File: src/design/trpp_pkg.sv
// Shared types, constants and helper functions for the trochoid pen point generator.
package trpp_pkg;

  // Fixed-point formats
  localparam int FRAC_BITS      = 16;
  localparam int MAX_TURNS      = 512;
  localparam int CORDIC_STAGES_DEF = 18;

  // Per-item divider: 37 integer quotient bits, then FRAC_BITS fraction bits
  localparam int INT_STEPS  = 37;
  localparam int QUO_W      = INT_STEPS + FRAC_BITS;
  localparam int SIDE_W     = 33;

  // CORDIC datapath width and gain-compensated start value (Q30)
  localparam int ZW = 34;
  localparam logic signed [ZW-1:0] GAIN_Q30 = 34'sd652032874;

  // Register reset values
  localparam logic [9:0]  RING_RST  = 10'd96;
  localparam logic [9:0]  WHEEL_RST = 10'd32;
  localparam logic        MESH_RST  = 1'b0;
  localparam logic [17:0] PENF_RST  = 18'd49152;

  // Register indexes
  localparam logic [1:0] REG_RING  = 2'd0;
  localparam logic [1:0] REG_WHEEL = 2'd1;
  localparam logic [1:0] REG_MESH  = 2'd2;
  localparam logic [1:0] REG_PENF  = 2'd3;

  typedef enum logic [2:0] {
    GS_IDLE,
    GS_START,
    GS_ORBIT,
    GS_PEN,
    GS_GCD,
    GS_LOBE,
    GS_TURN
  } geo_state_e;

  // Geometry derived from the configuration, held between writes
  typedef struct packed {
    logic               busy;
    logic               outside;
    logic [9:0]         n_teeth;
    logic [8:0]         half_n;
    logic signed [11:0] spin;
    logic signed [26:0] orbit_q;
    logic [24:0]        pen_q;
    logic [25:0]        outer;
    logic [25:0]        inner;
    logic [9:0]         lobes;
    logic [9:0]         turns;
    logic               usable;
  } geom_t;

  // Arctangent of 2^-i in units of 2^-32 turn
  function automatic logic [31:0] atan_turns(input int unsigned i);
    logic [31:0] a;
    case (i)
      0:  a = 32'h20000000;  1:  a = 32'h12E4051E;  2:  a = 32'h09FB385B;
      3:  a = 32'h051111D4;  4:  a = 32'h028B0D43;  5:  a = 32'h0145D7E1;
      6:  a = 32'h00A2F61E;  7:  a = 32'h00517C55;  8:  a = 32'h0028BE53;
      9:  a = 32'h00145F2F;  10: a = 32'h000A2F98;  11: a = 32'h000517CC;
      12: a = 32'h00028BE6;  13: a = 32'h000145F3;  14: a = 32'h0000A2F9;
      15: a = 32'h0000517C;  16: a = 32'h000028BE;  17: a = 32'h0000145F;
      18: a = 32'h00000A2F;  19: a = 32'h00000517;  20: a = 32'h0000028B;
      21: a = 32'h00000145;  22: a = 32'h000000A2;  23: a = 32'h00000051;
      24: a = 32'h00000028;  25: a = 32'h00000014;  26: a = 32'h0000000A;
      27: a = 32'h00000005;  28: a = 32'h00000002;  29: a = 32'h00000001;
      default: a = 32'h00000000;
    endcase
    return a;
  endfunction

  // Fold a phase into +-quarter turn; returns {negate, z}
  function automatic logic [ZW:0] fold_phase(input logic [31:0] ph);
    logic signed [ZW-1:0] zs;
    logic                 neg;
    zs  = $signed({{(ZW-32){ph[31]}}, ph});
    neg = 1'b0;
    if (zs > 34'sd1073741824) begin
      zs  = zs - 34'sd2147483648;
      neg = 1'b1;
    end else if (zs < -34'sd1073741824) begin
      zs  = zs + 34'sd2147483648;
      neg = 1'b1;
    end
    return {neg, zs};
  endfunction

  // Round a Q46 product sum (Q16 times Q30) to Q16 and saturate to 27 bits
  function automatic logic [26:0] round_sat27(input logic signed [61:0] v);
    logic signed [61:0] r;
    r = (v + 62'sd536870912) >>> 30;
    if (r > 62'sd67108863)
      return 27'h3FFFFFF;
    else if (r < -62'sd67108864)
      return 27'h4000000;
    else
      return r[26:0];
  endfunction

endpackage

File: src/design/trpp_cordic_cell.sv
// One rotation-mode CORDIC micro-rotation cell, angles in units of 2^-32 turn.
module trpp_cordic_cell #(
  parameter int STEP = 0,
  parameter int SW   = 1
) (
  input  logic                        clk_i,
  input  logic                        rst_ni,
  input  logic                        en_i,
  input  logic                        valid_i,
  input  logic signed [trpp_pkg::ZW-1:0] x_i,
  input  logic signed [trpp_pkg::ZW-1:0] y_i,
  input  logic signed [trpp_pkg::ZW-1:0] z_i,
  input  logic [SW-1:0]               side_i,
  output logic                        valid_o,
  output logic signed [trpp_pkg::ZW-1:0] x_o,
  output logic signed [trpp_pkg::ZW-1:0] y_o,
  output logic signed [trpp_pkg::ZW-1:0] z_o,
  output logic [SW-1:0]               side_o
);
  import trpp_pkg::*;

  localparam logic signed [ZW-1:0] ATAN = $signed({{(ZW-32){1'b0}}, atan_turns(STEP)});

  logic signed [ZW-1:0] xs, ys, x_d, y_d, z_d;

  // Rotate toward zero residual angle
  assign xs = x_i >>> STEP;
  assign ys = y_i >>> STEP;
  always_comb begin
    if (!z_i[ZW-1]) begin
      x_d = x_i - ys;
      y_d = y_i + xs;
      z_d = z_i - ATAN;
    end else begin
      x_d = x_i + ys;
      y_d = y_i - xs;
      z_d = z_i + ATAN;
    end
  end

  always_ff @(posedge clk_i or negedge rst_ni) begin
    if (!rst_ni)
      valid_o <= 1'b0;
    else if (en_i)
      valid_o <= valid_i;
  end

  always_ff @(posedge clk_i) begin
    if (en_i) begin
      x_o    <= x_d;
      y_o    <= y_d;
      z_o    <= z_d;
      side_o <= side_i;
    end
  end

endmodule
File: config.mk
export PLATFORM = sky130hd
export DESIGN_NAME = trpp_cordic_cell
export DESIGN_NICKNAME = d
export VERILOG_FILES = /design/src/design/trpp_pkg.sv /design/src/design/trpp_cordic_cell.sv
export SDC_FILE = /design/constraint.sdc
export NUM_CORES = 1
export LEC_CHECK = 0
export ABC_CLOCK_PERIOD_IN_PS = 2000
export BUFFER_PORTS_ARGS = -buffer_cell sky130_fd_sc_hd__buf_2
export CORE_AREA = 3 3 126 128
export DETAILED_ROUTE_END_ITERATION = 16
export DIE_AREA = 0 0 129 131
export PLACE_DENSITY = 0.95
export SLEW_MARGIN = 20
export SYNTH_ARGS = -nofsm -noshare
export SYNTH_HDL_FRONTEND = slang
export SYNTH_SLANG_ARGS = --single-unit
File: constraint.sdc
create_clock -name clk_i -period 2 [get_ports clk_i]
set_input_delay 0.3 -clock clk_i [delete_from_list [all_inputs] [get_ports clk_i]]
set_output_delay 0.3 -clock clk_i [all_outputs]
set_load 0.02 [all_outputs]
==> results.md, run 1 <==
- Status: aborted with a tool error
- Post-CTS setup buffer count: 70
- Synthesized net count: between 1,000 and 1,500
- Top cell type's share of synthesized area: 0.343
- FF+latch count, synth: between 100 and 150
- Routability congestion estimate from global placement: 1.04
- # IOs: 211
- Last stage reached: 4_1_cts
- Post-CTS Resized: 294
- Synth Area per Inst: around 9 um^2
- Clk sink count: between 100 and 150
- Synth cell count leaders: a21oi_1 (127), inv_1 (104), ha_1 (103), edfxtp_1 (102), nor2_1 (89)
- Syn Std Cell Area: a little under 0.009 mm^2
- Synth area leader: edfxtp_1
- Die span in x: roughly 130 um
- Post-Synthesis Cells: slightly below 1,000
- Error msg: [ERROR DPL-0033] detailed placement checks failed during check placement.
- CTS buffer count: 9
- Register area share after synthesis: 0.346
- Root buffer cell: clkbuf_16
- Ys Warns: 0
- Post-DP HPWL: roughly 29 mm
- Clock buffer depth: 2
- Row count: 45
- H-tree Lvls: 3
- Synth unique cells: between 70 and 80
- Port bufs: 210
- Die H: around 130 um
- Synth area leaders: edfxtp_1 (34%), ha_1 (14%), a21oi_1 (7.1%)
- Asr flop ratio synth: 0.00971
- Number of synthesized flops with an enable pin: just over 100
- Leading register cell type out of synthesis: edfxtp_1
- Starting Density: 0.596
- Most common cell in the netlist: a21oi_1
- Hold buffer count at CTS: 1
[per-stage QoR]
stage / area [um^2] / cells / setup slack, ps / hold WS [ps]
detailed placement: 12700 / 1629 / -1320 / 75.8
floorplan: 9520 / 988 / -725 / 4.41
global placement: 12700 / 1629 / -1090 / 74.8
[cells by family after synthesis]
group           synth area share
buf+inv                   0.0746
simple gates               0.110
xor+xnor                  0.0657
mux                       0.0214
compound gates             0.229
flops                      0.346
fa+ha+maj                  0.153
==> run 2: changes to the inputs <==
--- a/config.mk
+++ b/config.mk
@@ -7,10 +7,10 @@
 export LEC_CHECK = 0
 export ABC_CLOCK_PERIOD_IN_PS = 2000
 export BUFFER_PORTS_ARGS = -buffer_cell sky130_fd_sc_hd__buf_2
-export CORE_AREA = 3 3 126 128
+export CORE_AREA = 3 3 154 156
 export DETAILED_ROUTE_END_ITERATION = 16
-export DIE_AREA = 0 0 129 131
-export PLACE_DENSITY = 0.95
+export DIE_AREA = 0 0 157 159
+export PLACE_DENSITY_LB_ADDON = 0.15
 export SLEW_MARGIN = 20
 export SYNTH_ARGS = -nofsm -noshare
 export SYNTH_HDL_FRONTEND = slang
==> run 2 against run 1 <==
The flow now finishes, with violations (negative setup slack). Synthesized cell count unchanged. Area after synthesis unchanged.
==> results.md, run 2 <==
- Starting Density: 0.397 (-0.199)
- Maxcap violations: 0
- Register area share after synthesis: 0.346 (unchanged)
- Setup TNS: -20,020 ps
- Peak supply drop: about 0.37 mV
- H-tree Lvls: 3 (unchanged)
- # fillers: around 1,800
- Die H: 159 um (+21%)
- First-pass GRT wire length: between 40 and 50 mm
- Final Hold Vio Count: 0
- Most common cell after layout, fill and taps aside: buf_4
- Most common cell in the netlist: a21oi_1
- Total power: ~9.3 mW
- Area grow syn2layout: 69.4%
- Number of antenna repair diodes: 0
- Clk sink count: 103 (unchanged)
- Final hold slack: around 110 ps
- Met2 Usage GRT: 0.422
- Slew HR: 0.647
- Top Registers: x_o (34), z_o (34), y_o (33)
- Gr usage total: 0.245
- Reg2reg setup slack: 1240 ps
- CTS tree: built
- Root buffer cell: clkbuf_16
- CTS buffer count: 9 (unchanged)
- Leak pwr: 6.81 nW
- Worst Slack Setup Final: -659 ps
- Skew-Pair Late Insertion Delay: 360 ps
- Reg clk slew, reported paths: about 80 ps
- DRC: 0
- Ys Warns: 0 (unchanged)
- Drt total wl: 32.2 mm
- Per-cell routed wire length: around 18 um
- DRT iter0 DRCs: about 510
- Port bufs: 210 (unchanged)
- CP required: about 2100 ps
- Startpoint types: primary input
- CP arrival: around 2800 ps
- FF+latch count, synth: 103 (unchanged)
- Post-DR vias/cell: about 5.2
- Vias in the first global route: about 9,500
- Total grt overflow: 0
- Most frequent cells in the layout: buf_4 (313), buf_2 (185), edfxtp_1 (102)
- Final setup vio count: 50
- Final clock skew: 0 ps
- Asr flop ratio synth: 0.00971 (unchanged)
- Top cell type's share of synthesized area: 0.343 (unchanged)
- Tcrit/Tclk final: 1.33
- Synthesized net count: 1,202 (unchanged)
- Met1 Use GR: 0.325
- Synth cell count leaders: a21oi_1 (127), inv_1 (104), ha_1 (103), edfxtp_1 (102), nor2_1 (89)
- Synth area leader: edfxtp_1
- Synth Area per Inst: 9.04 um^2 (unchanged)
- Die span in x: 157 um (+22%)
- Synth area leaders: edfxtp_1 (34%), ha_1 (14%), a21oi_1 (7.1%)
- Global route hottest layer: met2
- Status: complete, but fails checks
- Post-DP HPWL: 24.2 mm (-16%)
- Syn Std Cell Area: 0.00893 mm^2 (unchanged)
- Kind of end point of the critical path: flop
- Row count: 55 (+22%)
- Clock buffer depth: 2 (unchanged)
- Initial DRT Pass Iterations: 5
- Initial antenna violation count: 0
- Post-Synthesis Cells: 988 (unchanged)
- Tightest Hold Check Type: primary input to flop
- Final Max Tran Viols: 0
- Worst Setup Path Type: primary input to flop
- Register Area: 0.00309 mm^2
- Antenna Nets Post-Route: 0
- Minimum clock period: ~2700 ps
- Fmax: between 0.3 and 0.4 GHz
- P per Cell Area: about 610 mW/mm^2
- Number of synthesized flops with an enable pin: 102 (unchanged)
- Leading register cell type out of synthesis: edfxtp_1
- Vias: roughly 9,500
- Synth unique cells: 76 (unchanged)
- Place WS: -1200 ps (+116 ps)
- RSZ-0062 raised after global routing: true
- Routability congestion estimate from global placement: 0.964 (-7.2%)
- Failing checks: negative setup slack
- Worst Tran Pin Value: ~520 ps
- Largest net degree at the start of global routing: 69
- # IOs: 211 (unchanged)
- Core area: 0.0225 mm^2
- Multi-input logic area: ~0.0067 mm^2
- Layout cell share with drive strength beyond 1: 0.550
- Net count, final: ~1,700
- Peak fanout along the critical path: 4
- Die ar.: between 0.02 and 0.025 mm^2
- GR Layer Usage met3: 0.0288
## run 2: worst paths after layout
check,start,to,cells past startpoint
worst max-delay path,y_i[0],x_o[26],13
worst min-delay path,z_i[5],z_o[5],1
worst max register to register,valid_o,valid_o,1
worst min register to register,valid_o,valid_o,1
max in group asynchronous,rst_ni,valid_o,2
min in group asynchronous,rst_ni,valid_o,2
## run 2: report_power, final
part | leakage (nW) | internal (mW) | switching (mW)
clock network | 0.137 | 0.864 | 0.944
registers | 1.01 | 2.78 | 0.0761
logic | 5.67 | 2.15 | 2.47
total | 6.81 | 5.80 | 3.49
## run 2: final cells by class
cell class / count / share of cell area
well taps: 285 / 0.0236
multi-input cells: 733 / 0.444
clock buffers: 9 / 0.0149
inverters: 110 / 0.0321
flip-flops and latches: 103 / 0.204
clock inverters: 7 / 0.00372
repair buffers: 570 / 0.277
## run 2: metrics by stage
step	instance area [um^2]	util	cells
CTS	14400	0.639	1798
detailed placement	12900	0.573	1738
floorplan	9520	-	988
finish	15100	0.672	1817
global route	15100	0.672	1817
global placement	12900	0.573	1738
## run 2: worst max-delay path, cell delays in order
cell	delay, ps
buf_12	120
ha_4	160
fa_2	390
nand2b_4	100
a221oi_4	70
o311a_1	360
and3_4	220
o211ai_1	270
a2bb2oi_2	130
a2111oi_4	310
o311ai_1	130
o21ai_1	110
xor2_1	80
## run 2: repair_timing
| action | CTS | global route |
|---|---|---|
| hold endpoints to repair | 1 | 0 |
| buffers inserted | 48 | 33 |
| hold buffers | 1 | 0 |
| endpoints found under the setup margin | 53 | 55 |
| resized for setup | 213 | 138 |
| gates cloned | 0 | 0 |
| pin swaps | 119 | 130 |
## run 2: kinds of logic (layout without fill, tap and decap cells)
| kind of cell | after synthesis | count (layout) | synth area share |
|---|---|---|---|
| xor+xnor | 67 | 67 | 0.0657 |
| fa+ha+maj | 107 | 107 | 0.153 |
| simple gates | 215 | 215 | 0.110 |
| buf+inv | 152 | 696 | 0.0746 |
| compound gates | 325 | 325 | 0.229 |
| flops | 103 | 103 | 0.346 |
| mux | 19 | 19 | 0.0214 |
## run 2: routing by layer
layer | part of all wire | wire (um) | up-vias
met5 | 0 | 0 | -
met1 | 0.43 | 13800 | 4497
met3 | 0.054 | 1740 | 59
met4 | 0.027 | 867 | 0
li1 | - | - | 4587
met2 | 0.49 | 15800 | 351
Note: power is estimated with default switching activity, not from simulation.
