**config.mk**
```make
export PLATFORM = sky130hd
export DESIGN_NAME = trpp_geom
export DESIGN_NICKNAME = d
export VERILOG_FILES = /design/src/design/trpp_pkg.sv /design/src/design/trpp_serdiv.sv /design/src/design/trpp_geom.sv
export SDC_FILE = /design/constraint.sdc
export NUM_CORES = 1
export LEC_CHECK = 0
export BUFFER_PORTS_ARGS = -buffer_cell sky130_fd_sc_hd__buf_2
export CORE_MARGIN = 1
export CORE_UTILIZATION = 54
export DETAILED_ROUTE_END_ITERATION = 6
export PLACE_DENSITY = 0.8
export SYNTH_ARGS = -nofsm -noshare
export SYNTH_HDL_FRONTEND = slang
export SYNTH_SLANG_ARGS = --single-unit
export TNS_END_PERCENT = 5
```
**constraint.sdc**
```tcl
create_clock -name clk_i -period 10.1 [get_ports clk_i]
set_input_delay 0.505 -clock clk_i [delete_from_list [all_inputs] [get_ports clk_i]]
set_output_delay 0.505 -clock clk_i [all_outputs]
set_load 0.03 [all_outputs]
```
**src/design/trpp_pkg.sv**
```systemverilog
// Shared types, constants and helper functions for the trochoid pen point generator.
package trpp_pkg;

  // Fixed-point formats
  localparam int FRAC_BITS      = 16;
  localparam int MAX_TURNS      = 512;
  localparam int CORDIC_STAGES_DEF = 18;

  // Per-item divider: 37 integer quotient bits, then FRAC_BITS fraction bits
  localparam int INT_STEPS  = 37;
  localparam int QUO_W      = INT_STEPS + FRAC_BITS;
  localparam int SIDE_W     = 33;

  // CORDIC datapath width and gain-compensated start value (Q30)
  localparam int ZW = 34;
  localparam logic signed [ZW-1:0] GAIN_Q30 = 34'sd652032874;

  // Register reset values
  localparam logic [9:0]  RING_RST  = 10'd96;
  localparam logic [9:0]  WHEEL_RST = 10'd32;
  localparam logic        MESH_RST  = 1'b0;
  localparam logic [17:0] PENF_RST  = 18'd49152;

  // Register indexes
  localparam logic [1:0] REG_RING  = 2'd0;
  localparam logic [1:0] REG_WHEEL = 2'd1;
  localparam logic [1:0] REG_MESH  = 2'd2;
  localparam logic [1:0] REG_PENF  = 2'd3;

  typedef enum logic [2:0] {
    GS_IDLE,
    GS_START,
    GS_ORBIT,
    GS_PEN,
    GS_GCD,
    GS_LOBE,
    GS_TURN
  } geo_state_e;

  // Geometry derived from the configuration, held between writes
  typedef struct packed {
    logic               busy;
    logic               outside;
    logic [9:0]         n_teeth;
    logic [8:0]         half_n;
    logic signed [11:0] spin;
    logic signed [26:0] orbit_q;
    logic [24:0]        pen_q;
    logic [25:0]        outer;
    logic [25:0]        inner;
    logic [9:0]         lobes;
    logic [9:0]         turns;
    logic               usable;
  } geom_t;

  // Arctangent of 2^-i in units of 2^-32 turn
  function automatic logic [31:0] atan_turns(input int unsigned i);
    logic [31:0] a;
    case (i)
      0:  a = 32'h20000000;  1:  a = 32'h12E4051E;  2:  a = 32'h09FB385B;
      3:  a = 32'h051111D4;  4:  a = 32'h028B0D43;  5:  a = 32'h0145D7E1;
      6:  a = 32'h00A2F61E;  7:  a = 32'h00517C55;  8:  a = 32'h0028BE53;
      9:  a = 32'h00145F2F;  10: a = 32'h000A2F98;  11: a = 32'h000517CC;
      12: a = 32'h00028BE6;  13: a = 32'h000145F3;  14: a = 32'h0000A2F9;
      15: a = 32'h0000517C;  16: a = 32'h000028BE;  17: a = 32'h0000145F;
      18: a = 32'h00000A2F;  19: a = 32'h00000517;  20: a = 32'h0000028B;
      21: a = 32'h00000145;  22: a = 32'h000000A2;  23: a = 32'h00000051;
      24: a = 32'h00000028;  25: a = 32'h00000014;  26: a = 32'h0000000A;
      27: a = 32'h00000005;  28: a = 32'h00000002;  29: a = 32'h00000001;
      default: a = 32'h00000000;
    endcase
    return a;
  endfunction

  // Fold a phase into +-quarter turn; returns {negate, z}
  function automatic logic [ZW:0] fold_phase(input logic [31:0] ph);
    logic signed [ZW-1:0] zs;
    logic                 neg;
    zs  = $signed({{(ZW-32){ph[31]}}, ph});
    neg = 1'b0;
    if (zs > 34'sd1073741824) begin
      zs  = zs - 34'sd2147483648;
      neg = 1'b1;
    end else if (zs < -34'sd1073741824) begin
      zs  = zs + 34'sd2147483648;
      neg = 1'b1;
    end
    return {neg, zs};
  endfunction

  // Round a Q46 product sum (Q16 times Q30) to Q16 and saturate to 27 bits
  function automatic logic [26:0] round_sat27(input logic signed [61:0] v);
    logic signed [61:0] r;
    r = (v + 62'sd536870912) >>> 30;
    if (r > 62'sd67108863)
      return 27'h3FFFFFF;
    else if (r < -62'sd67108864)
      return 27'h4000000;
    else
      return r[26:0];
  endfunction

endpackage

```
**src/design/trpp_serdiv.sv**
```systemverilog
// Bit-serial restoring divider, one quotient bit per cycle, shared by the geometry setup.
module trpp_serdiv (
  input  logic        clk_i,
  input  logic        rst_ni,
  input  logic        start_i,
  input  logic [39:0] dividend_i,
  input  logic [9:0]  divisor_i,
  output logic        done_o,
  output logic [39:0] quotient_o
);

  logic        busy_q, busy_d;
  logic        done_q, done_d;
  logic [5:0]  cnt_q, cnt_d;
  logic [9:0]  rem_q, rem_d;
  logic [9:0]  dsr_q, dsr_d;
  logic [39:0] sh_q, sh_d;
  logic [10:0] trial;
  logic        ge;

  // Shift one dividend bit into the remainder and try the subtract
  assign trial = {rem_q, sh_q[39]};
  assign ge    = trial >= {1'b0, dsr_q};

  always_comb begin
    busy_d = busy_q;
    done_d = 1'b0;
    cnt_d  = cnt_q;
    rem_d  = rem_q;
    dsr_d  = dsr_q;
    sh_d   = sh_q;
    if (start_i) begin
      busy_d = 1'b1;
      cnt_d  = 6'd0;
      rem_d  = 10'd0;
      dsr_d  = divisor_i;
      sh_d   = dividend_i;
    end else if (busy_q) begin
      rem_d = ge ? 10'(trial - {1'b0, dsr_q}) : trial[9:0];
      sh_d  = {sh_q[38:0], ge};
      cnt_d = cnt_q + 6'd1;
      if (cnt_q == 6'd39) begin
        busy_d = 1'b0;
        done_d = 1'b1;
      end
    end
  end

  always_ff @(posedge clk_i or negedge rst_ni) begin
    if (!rst_ni) begin
      busy_q <= 1'b0;
      done_q <= 1'b0;
      cnt_q  <= 6'd0;
    end else begin
      busy_q <= busy_d;
      done_q <= done_d;
      cnt_q  <= cnt_d;
    end
  end

  always_ff @(posedge clk_i) begin
    rem_q <= rem_d;
    dsr_q <= dsr_d;
    sh_q  <= sh_d;
  end

  assign done_o     = done_q;
  assign quotient_o = sh_q;

endmodule

```
**src/design/trpp_geom.sv**
```systemverilog
// Configuration registers and the sequencer that derives the train geometry from them.
module trpp_geom (
  input  logic                clk_i,
  input  logic                rst_ni,
  input  logic                wr_en_i,
  input  logic [1:0]          wr_idx_i,
  input  logic [31:0]         wr_data_i,
  input  logic [1:0]          rd_idx_i,
  output logic [31:0]         rd_data_o,
  output trpp_pkg::geom_t     geom_o
);
  import trpp_pkg::*;

  logic [9:0]  ring_q, wheel_q;
  logic        mesh_q;
  logic [17:0] penf_q;

  geo_state_e  state_q, state_d;

  logic signed [26:0] orbit_r_q;
  logic [24:0] pen_r_q;
  logic [9:0]  ga_q, gb_q, lobes_q, turns_q;

  logic [9:0]  big_n, small_n;
  logic [16:0] pen_p;
  logic signed [11:0] k_val;
  logic        div_start, div_done;
  logic [39:0] div_dvd, div_quo;
  logic [9:0]  div_dsr;
  logic signed [39:0] orbit_dvd;
  logic [39:0] pen_dvd;
  logic [26:0] absorb;
  logic [27:0] outer_sum;
  logic signed [27:0] inner_diff;
  logic [27:0] inner_abs;

  // Raise teeth to three, clamp the pen fraction to 0..1
  assign big_n   = (ring_q  < 10'd3) ? 10'd3 : ring_q;
  assign small_n = (wheel_q < 10'd3) ? 10'd3 : wheel_q;
  always_comb begin
    if (penf_q[17])
      pen_p = 17'd0;
    else if (penf_q[16:0] > 17'd65536)
      pen_p = 17'd65536;
    else
      pen_p = penf_q[16:0];
  end
  assign k_val = mesh_q ? $signed({2'b0, big_n} + {2'b0, small_n})
                        : $signed({2'b0, big_n} - {2'b0, small_n});

  // Biased so the dividend stays positive; the bias is N * 2^26
  assign orbit_dvd = (40'(k_val) <<< FRAC_BITS) + $signed({31'b0, big_n[9:1]})
                   + $signed({4'b0, big_n, 26'b0});
  assign pen_dvd   = 40'(pen_p * small_n) + {31'b0, big_n[9:1]};

  // Config register writes
  always_ff @(posedge clk_i or negedge rst_ni) begin
    if (!rst_ni) begin
      ring_q  <= RING_RST;
      wheel_q <= WHEEL_RST;
      mesh_q  <= MESH_RST;
      penf_q  <= PENF_RST;
    end else if (wr_en_i) begin
      case (wr_idx_i)
        REG_RING:  ring_q  <= wr_data_i[9:0];
        REG_WHEEL: wheel_q <= wr_data_i[9:0];
        REG_MESH:  mesh_q  <= wr_data_i[0];
        REG_PENF:  penf_q  <= wr_data_i[17:0];
        default: ;
      endcase
    end
  end

  // Register readback
  always_comb begin
    case (rd_idx_i)
      REG_RING:  rd_data_o = {22'b0, ring_q};
      REG_WHEEL: rd_data_o = {22'b0, wheel_q};
      REG_MESH:  rd_data_o = {31'b0, mesh_q};
      REG_PENF:  rd_data_o = {14'b0, penf_q};
      default:   rd_data_o = 32'd0;
    endcase
  end

  // Next state
  always_comb begin
    state_d = state_q;
    case (state_q)
      GS_START: state_d = GS_ORBIT;
      GS_ORBIT: if (div_done) state_d = GS_PEN;
      GS_PEN:   if (div_done) state_d = GS_GCD;
      GS_GCD:   if (ga_q == gb_q) state_d = GS_LOBE;
      GS_LOBE:  if (div_done) state_d = GS_TURN;
      GS_TURN:  if (div_done) state_d = GS_IDLE;
      default:  state_d = GS_IDLE;
    endcase
    if (wr_en_i)
      state_d = GS_START;
  end

  // Divider requests
  always_comb begin
    div_start = 1'b0;
    div_dvd   = 40'd0;
    div_dsr   = big_n;
    case (state_q)
      GS_START: begin
        div_start = 1'b1;
        div_dvd   = orbit_dvd;
      end
      GS_ORBIT: begin
        div_start = div_done;
        div_dvd   = pen_dvd;
      end
      GS_GCD: begin
        div_start = (ga_q == gb_q);
        div_dvd   = {30'b0, big_n};
        div_dsr   = ga_q;
      end
      GS_LOBE: begin
        div_start = div_done;
        div_dvd   = {30'b0, small_n};
        div_dsr   = ga_q;
      end
      default: ;
    endcase
  end

  trpp_serdiv u_div (
    .clk_i      (clk_i),
    .rst_ni     (rst_ni),
    .start_i    (div_start),
    .dividend_i (div_dvd),
    .divisor_i  (div_dsr),
    .done_o     (div_done),
    .quotient_o (div_quo)
  );

  always_ff @(posedge clk_i or negedge rst_ni) begin
    if (!rst_ni)
      state_q <= GS_START;
    else
      state_q <= state_d;
  end

  // Capture division results and run the subtractive gcd
  always_ff @(posedge clk_i) begin
    case (state_q)
      GS_ORBIT: if (div_done) orbit_r_q <= 27'(div_quo[27:0] - 28'h4000000);
      GS_PEN: begin
        if (div_done) begin
          pen_r_q <= div_quo[24:0];
          ga_q    <= big_n;
          gb_q    <= small_n;
        end
      end
      GS_GCD: begin
        if (ga_q > gb_q)
          ga_q <= ga_q - gb_q;
        else if (gb_q > ga_q)
          gb_q <= gb_q - ga_q;
      end
      GS_LOBE: if (div_done) lobes_q <= div_quo[9:0];
      GS_TURN: if (div_done) turns_q <= div_quo[9:0];
      default: ;
    endcase
  end

  // Radii from the orbit and pen lengths
  assign absorb     = orbit_r_q[26] ? 27'(-orbit_r_q) : 27'(orbit_r_q);
  assign outer_sum  = {1'b0, absorb} + {3'b0, pen_r_q};
  assign inner_diff = $signed({1'b0, absorb}) - $signed({3'b0, pen_r_q});
  assign inner_abs  = inner_diff[27] ? 28'(-inner_diff) : 28'(inner_diff);

  always_comb begin
    geom_o.busy    = (state_q != GS_IDLE);
    geom_o.outside = mesh_q;
    geom_o.n_teeth = small_n;
    geom_o.half_n  = small_n[9:1];
    geom_o.spin    = mesh_q ? k_val : -k_val;
    geom_o.orbit_q = orbit_r_q;
    geom_o.pen_q   = pen_r_q;
    geom_o.outer   = (outer_sum > 28'h3FFFFFF) ? 26'h3FFFFFF : outer_sum[25:0];
    geom_o.inner   = (inner_abs > 28'h3FFFFFF) ? 26'h3FFFFFF : inner_abs[25:0];
    geom_o.lobes   = lobes_q;
    geom_o.turns   = turns_q;
    geom_o.usable  = (mesh_q || (small_n < big_n)) && (turns_q <= 10'(MAX_TURNS))
                     && (k_val > 12'sd0);
  end

endmodule

```
==> out/metrics.cfg, run 1 <==
[status]
status = finished, final reports clean

[drt]
detail_route.wirelength_mm = 61.4
routed_via_density = 5.99
drcViolationCount = 0
firstDrtPassIters = 6
num_vias = 18700
postRouteAntennaNets = 0
drt-wirelength-per-cell_um = 19.6
drt_iter0_drc = 1556

[yosys]
synth_simple_gate_area_share_pct = 17.3
synth_top_family_by_area = adder cells
synthCells = 2474
synth_ff_type = edfxtp_1
synthArstFlopShare_pct = 24.8
synthMuxAreaShare_pct = 3.87
yosys_warnings = 0
synth-compound-area-share_pct = 15.8
yosys.area_share.adder_pct = 23.7
ys_seq_elements = 202
syn_area_um2 = 21900
synth_edf_count = 142
yosysUniqueCellTypes = 89
yosysSeqAreaShare_pct = 26.2
synth_xor_area_share_pct = 4.88
synth_area_per_cell_um2 = 8.84

[die]
start_util_pct = 54.9
ios = 229
chipWidth_um = 203
core_area_um2 = 39800
rows = 73
die_h_um = 203
die_area_um2 = 41300

[clock_network]
root_buffer = clkbuf_16
cts_max_path_buffers = 3
cts.repair.resized = 0
cts_sinks = 202
h-tree-depth = 1
ctsHoldBuffers = 0
cts_tree = done
clock_latency_ns = 0.52
cts_setup_buffers = 0
clk_pin_slew_ns = 0.07
numCtsBuffers = 21

[setup_path]
cp.arrival_ns = 8.86
worst_setup_path_start_kind = flop
cp-end-kind = flop
path_max_fanout = 38
worst-setup-path-type = reg2reg
required_ns = 10.34

[timing]
finalClockSkew_ns = 0.0103
fin_ws_ns = 1.47
setup_violations = 0
hold_violations = 0
post-route-period-util_pct = 85.4
rsz0062_at_grt = no
min_period_ns = 8.63
fmax_mhz = 116
worst_pin_slew_ns = 1.18
slew_headroom_pct = 21.5
tns_ns = 0
slew_violations = 0

[finish]
diodes = 0
layout_common_cells = inv_1, nand2_1, buf_2
final_layout_size_suffix_gt1_share_pct = 13.4
nNetsFinal = 2958
syn2layout_area_growth_pct = 8.91
final_common_cell = inv_1

[pwr]
ir_drop_mv = 0.159
power_density_nw_per_um2 = 214
p_leak_nw = 11.1
power_mw = 5.10

[hold_path]
min_path_type = in2async

[placed_design]
port_buffers = 200
hpwl_mm = 47.4
gp_congestion = 0.946
dp_slack_ns = 1.62

[global_route]
grt_max_degree = 51
grt_pass1_vias = 18200
grt_usage_pct = 29.2
antenna_found_initial = 1
grt_overflow_total = 0
grt_first_pass_wirelength_mm = 96.5

[job]
drv_cap = 0

==> cells in the mapped netlist, types with 15 or more instances <==
cell / count / area [um2]
xor2_1: 32 / 280
nor2_1: 136 / 510
o31ai_1: 31 / 233
a21oi_1: 103 / 515
dfrtp_1: 44 / 1100
a21o_1: 31 / 233
and3_1: 67 / 419
a21boi_0: 20 / 150
a211oi_1: 24 / 180
clkbuf_1: 113 / 424
o21bai_1: 19 / 143
fa_1: 136 / 2720
mux2i_1: 25 / 250
buf_4: 24 / 180
nor2b_1: 31 / 194
nor3_1: 46 / 230
nand2b_1: 22 / 138
ha_1: 197 / 2460
nand2_1: 268 / 1010
inv_1: 302 / 1130
edfxtp_1: 142 / 4260
or3_1: 16 / 100
o211ai_1: 16 / 120
o21a_1: 20 / 150
xnor2_1: 90 / 788
nor4_1: 20 / 125
nand3_1: 45 / 225
nand4_1: 19 / 119
a31oi_1: 15 / 93.8
and2_1: 38 / 238
o21ai_0: 128 / 641
mux2_2: 51 / 574
==> final timing paths <==
path                       slack [ns]  cells after the start                    to      startpoint
min in group clk_i               0.22                      2            penf_q[11]   wr_data_i[11]
max in group asynchronous        9.53                      2            penf_q[12]          rst_ni
hold / removal                   0.12                      2            wheel_q[2]          rst_ni
setup reg to reg                 1.47                     24  u_div.quotient_o[21]       penf_q[0]
hold reg to reg                  0.47                      2        u_div.rem_q[9]  u_div.rem_q[9]
setup / recovery                 1.47                     24  u_div.quotient_o[21]       penf_q[0]
==> flip-flops by register name, indices dropped and copies added (netlist names) <==
signal	flops
mesh_q	1
u_div.quotient_o	40
orbit_r_q	27
lobes_q	10
ga_q	10
state_q	3
u_div.busy_q	1
penf_q	18
wheel_q	10
u_div.done_o	1
u_div.dsr_q	10
u_div.rem_q	10
gb_q	10
pen_r_q	25
ring_q	10
turns_q	10
u_div.cnt_q	6
==> cell families after synthesis <==
logic type | count (synthesis)
AND/OR/NAND/NOR | 767
AO/OA/AOI/OAI | 519
buffers and inverters | 453
adder cells (fa/ha/maj) | 333
flip-flops | 202
XOR/XNOR | 122
multiplexers | 77
other | 1
==> critical path: stages, from the launching register on <==
cell,delay (ns)
dfrtp_1,0.53
nor4_1,0.38
nand4_1,0.21
a21oi_4,0.50
buf_4,0.39
and2_1,0.36
nand2_1,0.11
fa_1,0.48
fa_1,0.57
inv_1,0.06
fa_1,0.50
fa_1,0.54
inv_1,0.05
fa_1,0.54
inv_1,0.04
ha_1,0.34
a21oi_1,0.30
nor2b_1,0.09
o21a_1,0.19
a311oi_1,0.47
a21oi_1,0.28
a2111oi_0,0.60
mux2_2,0.41
o21ai_0,0.24
o211ai_1,0.13
==> stage by stage <==
stage	util, %	instances	instance area [um2]	hold WS [ns]
final	59.8	3125	23800	0.115
after global routing	59.8	3125	23800	0.164
after CTS	59.8	3125	23800	0.131
after detailed placement	58.0	3088	23100	0.458
after global placement	58.0	3088	23100	0.451
after floorplan	-	2487	21900	0.209
==> layer usage <==
metal  part of all wire, %  GRT usage (%)  wire length [um]
met3                   7.4           3.76              4550
met2                    46           48.6             28500
met1                    42           38.4             25800
met4                   4.1           12.3              2500
met5                     0              0                 0
==> area by class of cell <==
type	instances	area (um2)
Multi-Input combinational cell	1832	14400
Sequential cell	202	5720
Fill cell	3420	16000
Timing Repair Buffer	225	1190
Clock inverter	16	195
Tap cell	525	657
Inverter	304	1140
Clock buffer	21	526
==> where the power goes <==
group	leakage (nW)	switching, mW	internal (mW)	total [mW]
combinational	8.66	1.88	1.13	3.01
clock	0.347	0.333	0.484	0.818
sequential	2.07	0.176	1.10	1.27
total	11.1	2.39	2.71	5.10
(Power assumes the default switching activity.)
==> inputs of run 2 (changes only) <==
==> constraint.sdc (replaced) <==
create_clock -name clk_i -period 10.1 [get_ports clk_i]
set_input_delay 0.505 -clock clk_i [delete_from_list [all_inputs] [get_ports clk_i]]
set_output_delay 0.505 -clock clk_i [all_outputs]
set_load 0.1 [all_outputs]
==> run 2 against run 1 <==
  * Worst setup slack worse by 0.031 ns
  * Sequential power about the same
  * Clock power down 7.3%
  * Core utilization down 0.16 points
  * Final cell count unchanged
  * Worst hold slack worse by 0.010 ns
  * Via count up 0.54%
  * First-iteration DRC count up 2.9%
==> out/metrics.cfg, run 2 (same netlist as run 1, synthesis figures left out) <==
[setup_path]
cp_top_family = adder cells
cp.arrival_ns = 8.89
path_buf_inv = 4
cp-end-kind = flop
required_ns = 10.34
slowest_stage = a2111oi_0
worst_setup_path_start_kind = flop
path_max_fanout = 38
crit_chain = nor4_1 -> nand4_1 -> a21oi_4 -> buf_4 -> and2_1 -> nand2_1 -> fa_1 -> fa_1 -> inv_1 -> fa_1 -> fa_1 -> inv_1 -> fa_1 -> inv_1 -> ha_1 -> a21oi_1 -> nor2b_1 -> o21a_1 -> a311oi_1 -> a21oi_1 -> a2111oi_0 -> mux2_2 -> o21ai_0 -> o211ai_1
crit_top_cell = fa_1
slowest_delay_ns = 0.70
worst-setup-path-type = reg2reg

[drt]
postRouteAntennaNets = 0
firstDrtPassIters = 6
drt-wirelength-per-cell_um = 19.6
route.met3.wl_mm = 4.80
detail_route.wirelength_mm = 61.2
drt_iter0_drc = 1601
wl_met1_mm = 25.5
dr.max_layer_used = met4
drcViolationCount = 0
wl_met2_mm = 28.2
routed_via_density = 6.02
num_vias = 18800

[timing]
fin_ws_ns = 1.44
rsz0062_at_grt = no
slew_violations = 0
slew_headroom_pct = 23.6
worst_pin_slew_ns = 1.15
post-route-period-util_pct = 85.7
fin_hold_ws_ns = 0.105
finalClockSkew_ns = 0.0156
fmax_mhz = 116
setup_violations = 0
min_period_ns = 8.66
tns_ns = 0
hold_violations = 0

[finish]
final_layout_size_suffix_gt1_share_pct = 13.3
final_common_cell = inv_1
largest_register_ffs = 40
final_core_util_pct = 59.7
nNetsFinal = 2957
syn2layout_area_growth_pct = 8.63
layout_common_cells = inv_1, nand2_1, buf_2

[clock_network]
cts_sinks = 202
cts_max_path_buffers = 3
numCtsBuffers = 21
cts_setup_buffers = 0
clk_pin_slew_ns = 0.07
cts.repair.resized = 0
ctsHoldBuffers = 0
cts_tree = done
root_buffer = clkbuf_16
clock_latency_ns = 0.52
h-tree-depth = 1

[global_route]
grt_overflow_total = 0
grt_pass1_vias = 18300
grt_max_degree = 51
grt_first_pass_wirelength_mm = 96.2
antenna_found_initial = 1
grt_usage_pct = 29.1

[die]
ios = 229
core_area_um2 = 39800
die_h_um = 203
rows = 73
start_util_pct = 54.9
die_area_um2 = 41300
chipWidth_um = 203

[hold_path]
min_path_type = in2async

[placed_design]
port_buffers = 200
dp_slack_ns = 1.62
gp_congestion = 0.951
hpwl_mm = 47.0

[pwr]
p_leak_nw = 11.0
ir_drop_mv = 0.337
power_density_nw_per_um2 = 240

[job]
drv_cap = 0

[status]
status = finished, final reports clean

run 2: cell types whose count changed in the layout (fill, tap and decap cells not counted), sizes merged:
| cell | change |
|---|---|
| buf | -1 |
| clkinvlp | -1 |
| diode | +1 |
| clkbuf | +6 |
| bufinv | -3 |
| inv | +1 |
| clkinv | -3 |
run 2: path summary, 6_finish.rpt:
kind | cells past startpoint | to | startpoint | slack (ns)
worst max-delay path | 24 | u_div.quotient_o[21] | penf_q[0] | 1.44
worst min-delay path | 2 | u_div.cnt_q[5] | rst_ni | 0.10
worst max register to register | 24 | u_div.quotient_o[21] | penf_q[0] | 1.44
worst min register to register | 0 | pen_r_q[14] | u_div.quotient_o[14] | 0.48
max in group asynchronous | 2 | penf_q[11] | rst_ni | 9.53
min in group clk_i | 2 | penf_q[10] | wr_data_i[10] | 0.22
run 2: per-layer routing:
| layer | track usage [%] | up-vias |
|---|---|---|
| met5 | 0 | - |
| met4 | 13.0 | 0 |
| met3 | 3.80 | 171 |
| met2 | 48.3 | 883 |
| met1 | 38.0 | 9044 |
| li1 | - | 8721 |
run 2: cell type report:
cell class | count | area [um2]
Fill cell | 3425 | 16100
Multi-Input combinational cell | 1832 | 14400
Sequential cell | 202 | 5720
Timing Repair Buffer | 224 | 1180
Inverter | 304 | 1140
Tap cell | 525 | 657
Clock buffer | 27 | 568
Clock inverter | 10 | 95.1
Antenna cell | 1 | 2.50
run 2: where the power goes:
group | internal (mW) | switching, mW | total [mW]
registers | 1.10 | 0.179 | 1.27
logic | 1.13 | 2.55 | 3.68
clock network | 0.427 | 0.331 | 0.758
total | 2.65 | 3.06 | 5.71
run 2: metrics by stage:
stage                     total power, mW  cell area (um2)  std cells
after floorplan                      4.15            21900       2487
after CTS                            5.68            23800       3124
after global routing                 6.09            23800       3124
final                                5.71            23800       3125
after detailed placement             4.90            23100       3087
after global placement               4.80            23100       3087
