$ cat config.mk
export PLATFORM = sky130hd
export DESIGN_NAME = trpp_div_cell
export DESIGN_NICKNAME = d
export VERILOG_FILES = /design/src/design/trpp_pkg.sv /design/src/design/trpp_div_cell.sv
export SDC_FILE = /design/constraint.sdc
export NUM_CORES = 1
export LEC_CHECK = 0
export BUFFER_PORTS_ARGS = -buffer_cell sky130_fd_sc_hd__buf_2
export CAP_MARGIN = 20
export CORE_ASPECT_RATIO = 1.2
export CORE_UTILIZATION = 30
export DETAILED_ROUTE_END_ITERATION = 6
export SLEW_MARGIN = 20
export SYNTH_ARGS = -nofsm -noshare
export SYNTH_HDL_FRONTEND = slang
export SYNTH_SLANG_ARGS = --single-unit
$ cat constraint.sdc
create_clock -name clk_i -period 2 [get_ports clk_i]
set_input_delay 0.5 -clock clk_i [delete_from_list [all_inputs] [get_ports clk_i]]
set_output_delay 0.5 -clock clk_i [all_outputs]
set_load 0.05 [all_outputs]
$ cat src/design/trpp_pkg.sv
// Shared types, constants and helper functions for the trochoid pen point generator.
package trpp_pkg;

  // Fixed-point formats
  localparam int FRAC_BITS      = 16;
  localparam int MAX_TURNS      = 512;
  localparam int CORDIC_STAGES_DEF = 18;

  // Per-item divider: 37 integer quotient bits, then FRAC_BITS fraction bits
  localparam int INT_STEPS  = 37;
  localparam int QUO_W      = INT_STEPS + FRAC_BITS;
  localparam int SIDE_W     = 33;

  // CORDIC datapath width and gain-compensated start value (Q30)
  localparam int ZW = 34;
  localparam logic signed [ZW-1:0] GAIN_Q30 = 34'sd652032874;

  // Register reset values
  localparam logic [9:0]  RING_RST  = 10'd96;
  localparam logic [9:0]  WHEEL_RST = 10'd32;
  localparam logic        MESH_RST  = 1'b0;
  localparam logic [17:0] PENF_RST  = 18'd49152;

  // Register indexes
  localparam logic [1:0] REG_RING  = 2'd0;
  localparam logic [1:0] REG_WHEEL = 2'd1;
  localparam logic [1:0] REG_MESH  = 2'd2;
  localparam logic [1:0] REG_PENF  = 2'd3;

  typedef enum logic [2:0] {
    GS_IDLE,
    GS_START,
    GS_ORBIT,
    GS_PEN,
    GS_GCD,
    GS_LOBE,
    GS_TURN
  } geo_state_e;

  // Geometry derived from the configuration, held between writes
  typedef struct packed {
    logic               busy;
    logic               outside;
    logic [9:0]         n_teeth;
    logic [8:0]         half_n;
    logic signed [11:0] spin;
    logic signed [26:0] orbit_q;
    logic [24:0]        pen_q;
    logic [25:0]        outer;
    logic [25:0]        inner;
    logic [9:0]         lobes;
    logic [9:0]         turns;
    logic               usable;
  } geom_t;

  // Arctangent of 2^-i in units of 2^-32 turn
  function automatic logic [31:0] atan_turns(input int unsigned i);
    logic [31:0] a;
    case (i)
      0:  a = 32'h20000000;  1:  a = 32'h12E4051E;  2:  a = 32'h09FB385B;
      3:  a = 32'h051111D4;  4:  a = 32'h028B0D43;  5:  a = 32'h0145D7E1;
      6:  a = 32'h00A2F61E;  7:  a = 32'h00517C55;  8:  a = 32'h0028BE53;
      9:  a = 32'h00145F2F;  10: a = 32'h000A2F98;  11: a = 32'h000517CC;
      12: a = 32'h00028BE6;  13: a = 32'h000145F3;  14: a = 32'h0000A2F9;
      15: a = 32'h0000517C;  16: a = 32'h000028BE;  17: a = 32'h0000145F;
      18: a = 32'h00000A2F;  19: a = 32'h00000517;  20: a = 32'h0000028B;
      21: a = 32'h00000145;  22: a = 32'h000000A2;  23: a = 32'h00000051;
      24: a = 32'h00000028;  25: a = 32'h00000014;  26: a = 32'h0000000A;
      27: a = 32'h00000005;  28: a = 32'h00000002;  29: a = 32'h00000001;
      default: a = 32'h00000000;
    endcase
    return a;
  endfunction

  // Fold a phase into +-quarter turn; returns {negate, z}
  function automatic logic [ZW:0] fold_phase(input logic [31:0] ph);
    logic signed [ZW-1:0] zs;
    logic                 neg;
    zs  = $signed({{(ZW-32){ph[31]}}, ph});
    neg = 1'b0;
    if (zs > 34'sd1073741824) begin
      zs  = zs - 34'sd2147483648;
      neg = 1'b1;
    end else if (zs < -34'sd1073741824) begin
      zs  = zs + 34'sd2147483648;
      neg = 1'b1;
    end
    return {neg, zs};
  endfunction

  // Round a Q46 product sum (Q16 times Q30) to Q16 and saturate to 27 bits
  function automatic logic [26:0] round_sat27(input logic signed [61:0] v);
    logic signed [61:0] r;
    r = (v + 62'sd536870912) >>> 30;
    if (r > 62'sd67108863)
      return 27'h3FFFFFF;
    else if (r < -62'sd67108864)
      return 27'h4000000;
    else
      return r[26:0];
  endfunction

endpackage

$ cat src/design/trpp_div_cell.sv
// One restoring division cell of the per-item divider chain: one quotient bit per cell.
module trpp_div_cell #(
  parameter int QW = trpp_pkg::QUO_W,
  parameter int SW = trpp_pkg::SIDE_W
) (
  input  logic          clk_i,
  input  logic          rst_ni,
  input  logic          en_i,
  input  logic [9:0]    divisor_i,
  input  logic          valid_i,
  input  logic [9:0]    rem_i,
  input  logic [QW-1:0] dvd_i,
  input  logic [QW-1:0] quo_i,
  input  logic [SW-1:0] side_i,
  output logic          valid_o,
  output logic [9:0]    rem_o,
  output logic [QW-1:0] dvd_o,
  output logic [QW-1:0] quo_o,
  output logic [SW-1:0] side_o
);

  logic [10:0] trial;
  logic        ge;
  logic [9:0]  rem_d;

  // Bring down the next dividend bit and subtract if it fits
  assign trial = {rem_i, dvd_i[QW-1]};
  assign ge    = trial >= {1'b0, divisor_i};
  assign rem_d = ge ? 10'(trial - {1'b0, divisor_i}) : trial[9:0];

  always_ff @(posedge clk_i or negedge rst_ni) begin
    if (!rst_ni)
      valid_o <= 1'b0;
    else if (en_i)
      valid_o <= valid_i;
  end

  always_ff @(posedge clk_i) begin
    if (en_i) begin
      rem_o  <= rem_d;
      dvd_o  <= {dvd_i[QW-2:0], 1'b0};
      quo_o  <= {quo_i[QW-2:0], ge};
      side_o <= side_i;
    end
  end

endmodule

==> summary.md, run 1 <==
| Metric | Value |
|---|---|
| Run status | `complete, no violations` |
| WP depth | `10` |
| Final #Nets | `763` |
| Sink Count | `149` |
| Top_reg_cell synth | `edfxtp_1` |
| Syn_nets | `401` |
| Pin count of the biggest net entering global routing | `52` |
| Switch Pwr | `2658 uW` |
| WP buf/inv | `3` |
| Maximum clock frequency | `520.0 MHz` |
| IO Port Bufs | `310` |
| Crit-path max FO | `2` |
| Max Clock Skew | `0 ps` |
| CTS Buf Count | `17` |
| Initial antenna violation count | `1` |
| Starting Density | `0.3107` |
| Die area | `about 0.018 sq mm` |
| Reg-to-Reg End | `valid_o` |
| Startpoint Class | `input pin` |
| Share of power burned in registers | `0.433` |
| Logic pwr share | `0.203` |
| Grt met1 use | `0.1520` |
| First-pass GRT wire length | `19730 microns` |
| HP Class | `in2reg` |
| Remaining DRCs | `0` |
| Die Wd | `about 120 microns` |
| Worst Setup End Kind | `register` |
| CP startpoint | `dvd_i[52]` |
| Final period utilization | `0.9615` |
| Max-slew violations | `0` |
| Inst Count DP | `781` |
| CP max stage cell | `fa_2` |
| Sum of negative setup slack | `0 ps` |
| GRT met3 Usage | `0.05739` |
| Post-synthesis cell count | `~230` |
| Power per standard cell area | `1093 mW/mm^2` |
| Critical R2R Launch | `valid_o` |
| Clk buf depth | `2` |
| DR vias/cell | `about 4.2` |
| Leak | `0.003487 uW` |
| Post-DP HPWL | `between 10000 and 15000 microns` |
| Cell family with most CP delay | `compound AO/OA/AOI/OAI gates` |
| Most common cell after layout, fill and taps aside | `buf_2` |
| # rows | `51` |
| Global placement routability congestion | `0.8235` |
| CP required | `2170 ps` |
| # fillers | `1444` |
| CP Cell Sequence | `buf_6 > inv_12 > ha_4 > inv_2 > fa_2 > a211oi_2 > o21bai_2 > a221oi_2 > xnor2_1 > mux2_4` |
| CTS Root Buffer Type | `clkbuf_16` |
| Max-Cap Viols | `0` |
| Vias in the first global route | `3664` |
| Die Y | `145.0 microns` |
| Clock-pin transition on the worst setup and hold timing paths | `70 ps` |
| Routed len/inst | `16.31 microns` |
| Total gr overflow | `0` |
| Pre-antenna DRT Iters | `5` |
| Fin cells | `814` |
| Layout cells sized above 1 | `0.6860` |
| Fin crit period | `1923 ps` |
| Diodes inserted | `0` |
| Switching share of power | `0.3030` |
| Htree depth | `4` |
| Yosys cell types | `36` |
| Busiest layer in global routing | `met2` |
| GRT Resource Usage Total | `0.1526` |
| Worst R2R Path Depth | `1` |
| Clock Latency Late Sink | `400 ps` |
| Met2 GRT Util | `0.2780` |
| Worst IR Drop VDD | `0.5613 mV` |
| Core Region | `0.01646 sq mm` |
| Ys async rst share | `0.006711` |
| RSZ-0062 raised after global routing | `no` |
| Hold Fails Final Rpt | `0` |
| Synthesis Warnings | `0` |
| CTS tree | `built` |
| Worst endpoint data arrival time | `2090 ps` |
| Post-DRT Antenna Nets | `0` |
| WL final | `between 10000 and 15000 microns` |
| Final setup violation count | `0` |
| Fin util | `0.4875` |
| First DRT Iteration DRCs | `160` |
| Via count | `~3500` |
| Critical Path Sink | `rem_o[8]` |
| Mean Syn Cell Area | `between 20 and 25 sq um` |
| Ports | `313` |
| Synthesized flop and latch total | `149` |
| Area Growth Syn to Fin | `56.90%` |
| Register area share after synthesis | `0.8738` |
| Biggest cell delay along the critical path | `350 ps` |
| R2R Setup Slk | `between 1000 and 1500 ps` |
| Clk pwr share | `0.364` |
| Post-synth EDFFs | `148` |
| Critical path class | `in2reg` |
| Synthesized area | `0.005115 sq mm` |
| Most frequent cells in the layout | `308 x buf_2, 148 x edfxtp_1, 31 x buf_4` |
| Int Power | `6113 uW` |
## final cells by class
| type | instances | area [sq um] | area share |
|---|---|---|---|
| Multi-Input combinational cell | 64 | 779.5 | 0.09713 |
| Tap cell | 212 | 265.3 | 0.03305 |
| Inverter | 13 | 66.31 | 0.008263 |
| Timing Repair Buffer | 344 | 1847 | 0.2301 |
| Sequential cell | 149 | 4469 | 0.5569 |
| Clock buffer | 18 | 429.2 | 0.05348 |
| Clock inverter | 14 | 168.9 | 0.02105 |
## stage by stage
stage               instance area, sq um  hold WS [ps]  total power (uW)  setup slack [ps]
finish                              8025         257.2              8771             77.00
CTS                                 8021         235.7              8888             6.080
global placement                    7407         275.2              5622            -437.2
global route                        8025         230.7              9088             17.91
detailed placement                  7407         277.0              5654            -466.3
floorplan                           5319         204.4              5052            -178.9
## kinds of logic (layout without fill, tap and decap cells)
group | after synthesis | after routing | synth area share
other cells | 1 | 1 | 0.0007332
buf+inv | 14 | 389 | 0.01150
xor+xnor | 7 | 7 | 0.01199
mux | 10 | 10 | 0.02691
flops | 149 | 149 | 0.8738
fa+ha+maj | 11 | 11 | 0.02838
compound gates | 19 | 19 | 0.03033
simple gates | 16 | 16 | 0.01639
## routing by layer
| metal | part of all wire | vias to the layer above | routed length, microns |
|---|---|---|---|
| met5 | 0.00098 | - | 13 |
| met4 | 0.024 | 2 | 323 |
| met3 | 0.082 | 31 | 1095 |
| met2 | 0.54 | 182 | 7109 |
| met1 | 0.36 | 1622 | 4734 |
| li1 | - | 1617 | - |
## power by group through the flow
| stage | Sequential [uW] | Combinational, uW | Clock (uW) |
|---|---|---|---|
| floorplan | 4800 | 251 | 0 |
| global placement | 3860 | 1760 | 0 |
| detailed placement | 3870 | 1790 | 0 |
| CTS | 3800 | 1790 | 3290 |
| global route | 3820 | 1860 | 3410 |
| finish | 3800 | 1780 | 3200 |
## worst min path at each step
stage               startpoint         to  cells after the start
global placement        rst_ni    valid_o                      1
finish               dvd_i[50]  dvd_o[51]                      1
global route         dvd_i[13]  dvd_o[14]                      1
CTS                  quo_i[48]  quo_o[49]                      1
detailed placement      rst_ni    valid_o                      1
floorplan               rst_ni    valid_o                      0
## registers in the layout, summed over array words and instances, names as in the netlist
name / cells
side_o: 33
valid_o: 1
dvd_o: 52
quo_o: 53
rem_o: 10
## timing repair
item,4_1_cts,5_1_grt
setup buffers,0,0
endpoints found under the hold margin,1,0
endpoints found under the setup margin,1,2
gates resized for setup,2,1
hold buffers,1,0
pin swaps,5,1
## cell usage after synthesis, drive strengths merged (2+ instances only)
cell	instances	area share
edfxtp	148	0.87
xor2	2	0.0034
nor2	3	0.0022
mux2	9	0.025
nand3	2	0.0029
inv	13	0.010
a21oi	5	0.0049
a211oi	2	0.0054
a21o	2	0.0029
o21ai	2	0.0020
nand2	5	0.0037
o21a	2	0.0044
xnor2	5	0.0086
ha	10	0.024
nor4	2	0.0024
Note: power is estimated with default switching activity, not from simulation.
==> inputs of run 2 (changes only) <==
ABC_AREA = 1   (was not set)
CTS_CLUSTER_SIZE = 12   (was not set)
==> run 2 against run 1 <==
Against the previous run: final cell count grew 8.0%; worst hold slack got worse by 0.68 ps; flip-flop and latch count is the same; count of clock-buffer cells in the layout unchanged; global-route usage up 0.060 points; worst setup slack better by 230 ps; non-clock buffer count stayed put; cell area shrank 1.1%; synthesized cell count is 27% higher; synthesized area grew 2.7%; clock power down 4%; fmax is 13% higher; largest cell class unchanged; highest routed layer is now met4.
==> summary.md, run 2 <==
| Metric | Value |
|---|---|
| Sink Count | `149 (unchanged)` |
| Post-CTS resize count | `0 (-2)` |
| CTS Root Buffer Type | `clkbuf_16` |
| Max Clock Skew | `0 ps (unchanged)` |
| Remaining DRCs | `0 (unchanged)` |
| Regs by FF count | `quo_o (53), dvd_o (52), side_o (33)` |
| Most common cell after layout, fill and taps aside | `buf_2` |
| Vias in the first global route | `3796 (+3.6%)` |
| Run status | `complete, no violations` |
| Worst R2R Path Depth | `1 (unchanged)` |
| Core Region | `0.01698 sq mm (+3.1%)` |
| Max-Cap Viols | `0 (unchanged)` |
| Htree depth | `4 (unchanged)` |
| Clock Latency Late Sink | `410 ps (about the same)` |
| Ys async rst share | `0.006711 (unchanged)` |
| R2R Setup Slk | `1260 ps (about the same)` |
| Fin util | `0.4673 (-0.02017)` |
| Reg-to-Reg End | `valid_o` |
| Startpoint Class | `input pin` |
| First DRT Iteration DRCs | `128 (-20%)` |
| Max-slew violations | `0 (unchanged)` |
| Critical R2R Launch | `valid_o` |
| Hold path start | `dvd_i[47]` |
| Post-DP HPWL | `10820 microns (+3.3%)` |
| Worst Setup End Kind | `register` |
| Final setup violation count | `0 (unchanged)` |
| Global placement routability congestion | `0.8408 (+2.1%)` |
| Register area share after synthesis | `0.8505 (-0.02330)` |
| WL final | `13730 microns (+3.5%)` |
| Cell area after layout | `0.007935 sq mm (-1.1%)` |
| CTS tree | `built` |
| # rows | `52 (+2.0%)` |
| Clk buf depth | `2 (unchanged)` |
| Synthesized area | `0.005255 sq mm (+2.7%)` |
| Hold buffers post-CTS | `1 (unchanged)` |
| Yosys top cell area share | `0.8457 (-0.02317)` |
| Total gr overflow | `0 (unchanged)` |
| Final period utilization | `0.8489 (-0.1126)` |
| Area leader, netlist | `edfxtp_1` |
| Pre-antenna DRT Iters | `4 (-1)` |
| Synthesized flop and latch total | `149 (unchanged)` |
| Placed instance area | `0.007353 sq mm (-0.73%)` |
| Hold Fails Final Rpt | `0 (unchanged)` |
| Post-DRT Antenna Nets | `0 (unchanged)` |
| Fin crit period | `1698 ps (-225.2 ps)` |
| Leak | `0.003623 uW (+3.9%)` |
| Pin count of the biggest net entering global routing | `38 (-27%)` |
| Final #Nets | `824 (+8.0%)` |
| Clock-pin transition on the worst setup and hold timing paths | `60 ps (about the same)` |
| Ports | `313 (unchanged)` |
| RSZ-0062 raised after global routing | `no` |
| Largest Register | `quo_o` |
| Layout cells sized above 1 | `0.5943 (-0.09178)` |
| Die Y | `147.0 microns (+1.3%)` |
| Starting Density | `0.3095 (-0.001225)` |
| HP Class | `in2reg` |
| Post-synthesis cell count | `289 (+27%)` |
| Diodes inserted | `0 (unchanged)` |
| Top_reg_cell synth | `edfxtp_1` |
| Top cells by count, synth | `148 x edfxtp_1, 52 x nand2_1, 27 x inv_1` |
| # fillers | `1541 (+6.7%)` |
| WHS Path Cells | `1 (unchanged)` |
| Via count | `3740 (+8.3%)` |
| DR vias/cell | `4.255 (+0.27%)` |
| Number of setup buffers added after CTS | `0 (unchanged)` |
| CP required | `2170 ps (about the same)` |
| Worst IR Drop VDD | `0.4865 mV (-13%)` |
| Maximum clock frequency | `589.0 MHz (+13%)` |
| Routed len/inst | `15.62 microns (-4.2%)` |
| Sum of negative setup slack | `0 ps (unchanged)` |
| Cell with the most instances after synthesis | `edfxtp_1` |
| CTS Buf Count | `17 (unchanged)` |
| Power per standard cell area | `1081 mW/mm^2 (-1.1%)` |
| Worst endpoint data arrival time | `1870 ps (-220 ps)` |
| Main area contributors after synthesis | `edfxtp_1 85%, nand2_1 3.7%, ha_1 2.4%, inv_1 1.9%, nand2_2 1.1%` |
| Die Wd | `122.8 microns (+1.3%)` |
| Yosys cell types | `28 (-22%)` |
| Critical path class | `in2reg` |
| Crit-path max FO | `7 (+5)` |
| First-pass GRT wire length | `19990 microns (+1.3%)` |
| Largest register FFs | `53 (unchanged)` |
| Post-synth EDFFs | `148 (unchanged)` |
| Syn_nets | `463 (+15%)` |
| Initial antenna violation count | `0 (-1)` |
| Area Growth Syn to Fin | `51.00%` |
| Die area | `0.01805 sq mm (+2.7%)` |
| Synthesis Warnings | `0 (unchanged)` |
| GRT Resource Usage Total | `0.1532 (+0.0005957)` |
| Mean Syn Cell Area | `18.18 sq um (-19%)` |
| Most frequent cells in the layout | `309 x buf_2, 148 x edfxtp_1, 52 x nand2_1` |
| IO Port Bufs | `310 (unchanged)` |
| Hold EP | `dvd_o[48]` |
-- run 2: cell types whose count changed after synthesis, moves of 2 or more --
cell / before / now
a21o_1: 2 / 0
inv_1: 12 / 27
mux2_4: 7 / 0
nand2_1: 5 / 52
nand2_2: 0 / 9
nand3_1: 1 / 8
nand3_2: 1 / 4
nor2_1: 3 / 5
nor2_2: 0 / 2
nor4_1: 2 / 0
xnor2_1: 5 / 0
-- run 2: power by group --
| part | leakage, uW | switching [uW] | internal (uW) |
|---|---|---|---|
| sequential | 0.00146 | 60.5 | 3730 |
| combinational | 0.00189 | 1290 | 438 |
| clock | 0.000271 | 1310 | 1750 |
| total | 0.00362 | 2660 | 5920 |
-- run 2: layer usage --
metal	vias to the layer above	wire length (microns)	track usage	share of wire
met1	1759	5049	0.1602	0.37
met3	30	1302	0.05784	0.095
met5	-	0	0	0
met4	0	377	0.07927	0.027
li1	1763	-	-	-
met2	188	7004	0.2638	0.51
-- run 2: kinds of logic (layout without fill, tap and decap cells) --
logic type	Yosys count	count (layout)	share of synthesized area
fa+ha+maj	11	11	0.02762
flops	149	149	0.8505
other cells	1	1	0.0007136
buf+inv	30	404	0.02524
simple gates	87	87	0.08095
xor+xnor	3	3	0.005001
mux	1	1	0.002143
compound gates	7	7	0.007857
-- run 2: worst max path at each step --
stage	start	end	slack, ps	cells after the start
floorplan	divisor_i[5]	rem_o[9]	110	11
global placement	divisor_i[6]	rem_o[1]	-90	12
detailed placement	divisor_i[6]	rem_o[8]	-110	12
CTS	divisor_i[6]	rem_o[3]	330	12
global route	divisor_i[6]	rem_o[7]	230	12
finish	divisor_i[6]	rem_o[8]	300	12
-- run 2: stage by stage --
step	hold slack [ps]	instances	total power, uW	worst slack [ps]
finish	256.5	879	8581	302.3
detailed placement	275.8	846	5604	-114.8
global route	228.0	879	8916	227.9
global placement	275.2	846	5579	-93.10
floorplan	204.4	289	4999	109.8
CTS	232.8	879	8708	328.0
-- run 2: cell type report --
cell class              count  area, sq um  area share
flip-flops and latches    149         4469      0.5632
repair buffers            344         1866      0.2351
multi-input cells         110        653.1     0.08231
clock buffers              18        429.2     0.05408
well taps                 216        270.3     0.03406
clock inverters            14        142.6     0.01798
inverters                  28        105.1     0.01325
-- run 2: critical path, stage by stage --
cell and delay (ps):
buf_2 70, inv_1 30, ha_1 350, nand2_1 140
inv_1 60, a21oi_2 180, nand2_2 90, nand2_2 80
nand2_4 80, buf_4 160, nand3_2 50, nand2_1 50
==> inputs of run 3 (changes only) <==
clock period = 1.6 ns   (was 2 ns; I/O delays follow)
==> run 3 against run 2 <==
Against the previous run: largest cell class unchanged; critical path type unchanged; critical path depth fell by 3; sequential power is 25% higher; total power rose by 28%; highest routed layer unchanged.
==> summary.md, run 3 (synthesized netlist as in run 2, its figures left out) <==
| Metric | Value |
|---|---|
| First-pass GRT wire length | `20730 microns (+3.7%)` |
| Ports | `313 (unchanged)` |
| Final #Nets | `831 (+0.85%)` |
| Die Y | `147.0 microns (unchanged)` |
| Pin count of the biggest net entering global routing | `54 (+42%)` |
| Hold Fails Final Rpt | `0 (unchanged)` |
| Register area | `0.004469 sq mm (unchanged)` |
| HP Class | `in2reg` |
| Post-DP HPWL | `11160 microns (+3.1%)` |
| Leak | `0.003663 uW (+1.1%)` |
| Fin crit period | `1475 ps` |
| Final setup violation count | `0 (unchanged)` |
| Htree depth | `4 (unchanged)` |
| Clock Latency Late Sink | `420 ps (about the same)` |
| Total gr overflow | `0 (unchanged)` |
| CTS Buf Count | `17 (unchanged)` |
| Max-Cap Viols | `0 (unchanged)` |
| Worst IR Drop VDD | `0.7055 mV (+45%)` |
| Regs by FF count | `quo_o (53), dvd_o (52), side_o (33)` |
| GRT Resource Usage Total | `0.1569 (+0.003671)` |
| Area occupied by multi-input gates | `794.5 sq um (+22%)` |
| Via count | `3750 (+0.27%)` |
| Max Clock Skew | `0 ps (unchanged)` |
| Die area | `0.01805 sq mm (unchanged)` |
| Startpoint Class | `input pin` |
| CP required | `1780 ps (-390 ps)` |
| Die Wd | `122.8 microns (unchanged)` |
| CTS Root Buffer Type | `clkbuf_16` |
| Area Growth Syn to Fin | `55.07%` |
| Power per standard cell area | `1346 mW/mm^2 (+24%)` |
| IO Port Bufs | `310 (unchanged)` |
| Pre-antenna DRT Iters | `4 (unchanged)` |
| Most common cell after layout, fill and taps aside | `buf_2` |
| Maximum clock frequency | `678.0 MHz` |
| Global placement routability congestion | `0.8083 (-3.9%)` |
| RSZ-0062 raised after global routing | `no` |
| # fillers | `1520 (-1.4%)` |
| Clock-pin transition on the worst setup and hold timing paths | `70 ps (about the same)` |
| Routed len/inst | `15.75 microns (+0.81%)` |
| Fin util | `0.4799 (+0.01260)` |
| Core Region | `0.01698 sq mm (unchanged)` |
| Sink Count | `149 (unchanged)` |
| Worst Setup End Kind | `register` |
| Final period utilization | `0.9218` |
| Worst endpoint data arrival time | `1650 ps (-220 ps)` |
| Post-CTS resize count | `0 (unchanged)` |
| Vias in the first global route | `3904 (+2.8%)` |
| Post-DRT Antenna Nets | `0 (unchanged)` |
| CTS tree | `built` |
| Max-slew violations | `0 (unchanged)` |
| Crit-path max FO | `9 (+2)` |
| Run status | `complete, no violations` |
| Largest register FFs | `53 (unchanged)` |
| First DRT Iteration DRCs | `165 (+29%)` |
| # rows | `52 (unchanged)` |
| Initial antenna violation count | `0 (unchanged)` |
| Starting Density | `0.3095 (unchanged)` |
| WL final | `13960 microns (+1.6%)` |
| Largest Register | `quo_o` |
| Most frequent cells in the layout | `309 x buf_2, 148 x edfxtp_1, 49 x nand2_1` |
| Remaining DRCs | `0 (unchanged)` |
| Clk buf depth | `2 (unchanged)` |
| Layout cells sized above 1 | `0.6328 (+0.03857)` |
| Hold slack | `149.7 ps (-106.8 ps)` |
| Critical path class | `in2reg` |
| Diodes inserted | `0 (unchanged)` |
| DR vias/cell | `4.233 (-0.52%)` |
-- run 3: worst max-delay path, stage by stage --
cell     delay, ps
buf_2          110
ha_1           330
inv_1           70
nor3_1         270
nand2_2        110
nand2_4        150
inv_4           80
nand2_1         80
nand2_2         50
-- run 3: power breakdown --
| part | internal, uW | leakage (uW) | switching, uW |
|---|---|---|---|
| Clock | 2340 | 0.000282 | 1640 |
| Combinational | 598 | 0.00192 | 1640 |
| Sequential | 4660 | 0.00146 | 81.2 |
| Total | 7610 | 0.00366 | 3360 |
-- run 3: stage by stage --
step | TNS, ps | cells | worst slack, ps | total power, uW | area, sq um
final | 0 | 886 | 125.1 | 10970 | 8149
after global routing | 0 | 886 | 31.73 | 11410 | 8149
after CTS | 0 | 886 | 100.6 | 11100 | 8149
after detailed placement | -3014 | 853 | -301.4 | 7091 | 7543
after global placement | -2670 | 853 | -279.2 | 7050 | 7543
after floorplan | -217.0 | 289 | -39.93 | 6294 | 5405
-- run 3: per-layer routing --
| metal | track usage | share of wire |
|---|---|---|
| met3 | 0.06095 | 0.083 |
| met4 | 0.06463 | 0.023 |
| met5 | 0 | 0 |
| met1 | 0.1594 | 0.36 |
| met2 | 0.2815 | 0.54 |
-- run 3: final cells by class --
class / instances / share of cell area
Clock buffer: 18 / 0.05266
Clock inverter: 14 / 0.02042
Inverter: 28 / 0.01397
Multi-Input combinational cell: 110 / 0.09750
Timing Repair Buffer: 351 / 0.2338
Sequential cell: 149 / 0.5484
Tap cell: 216 / 0.03316
-- run 3: worst paths after layout --
kind | cells past startpoint | end | slack [ps] | start
max | 9 | rem_o[9] | 130 | rem_i[8]
min | 1 | side_o[0] | 150 | side_i[0]
max reg2reg | 1 | valid_o | 860 | valid_o
min reg2reg | 1 | valid_o | 510 | valid_o
max in group asynchronous | 2 | valid_o | 1200 | rst_ni
min in group asynchronous | 2 | valid_o | 320 | rst_ni
-- run 3: what timing repair did --
item,in CTS,in global routing
buffers inserted,0,0
hold buffers,1,0
hold endpoints to repair,1,0
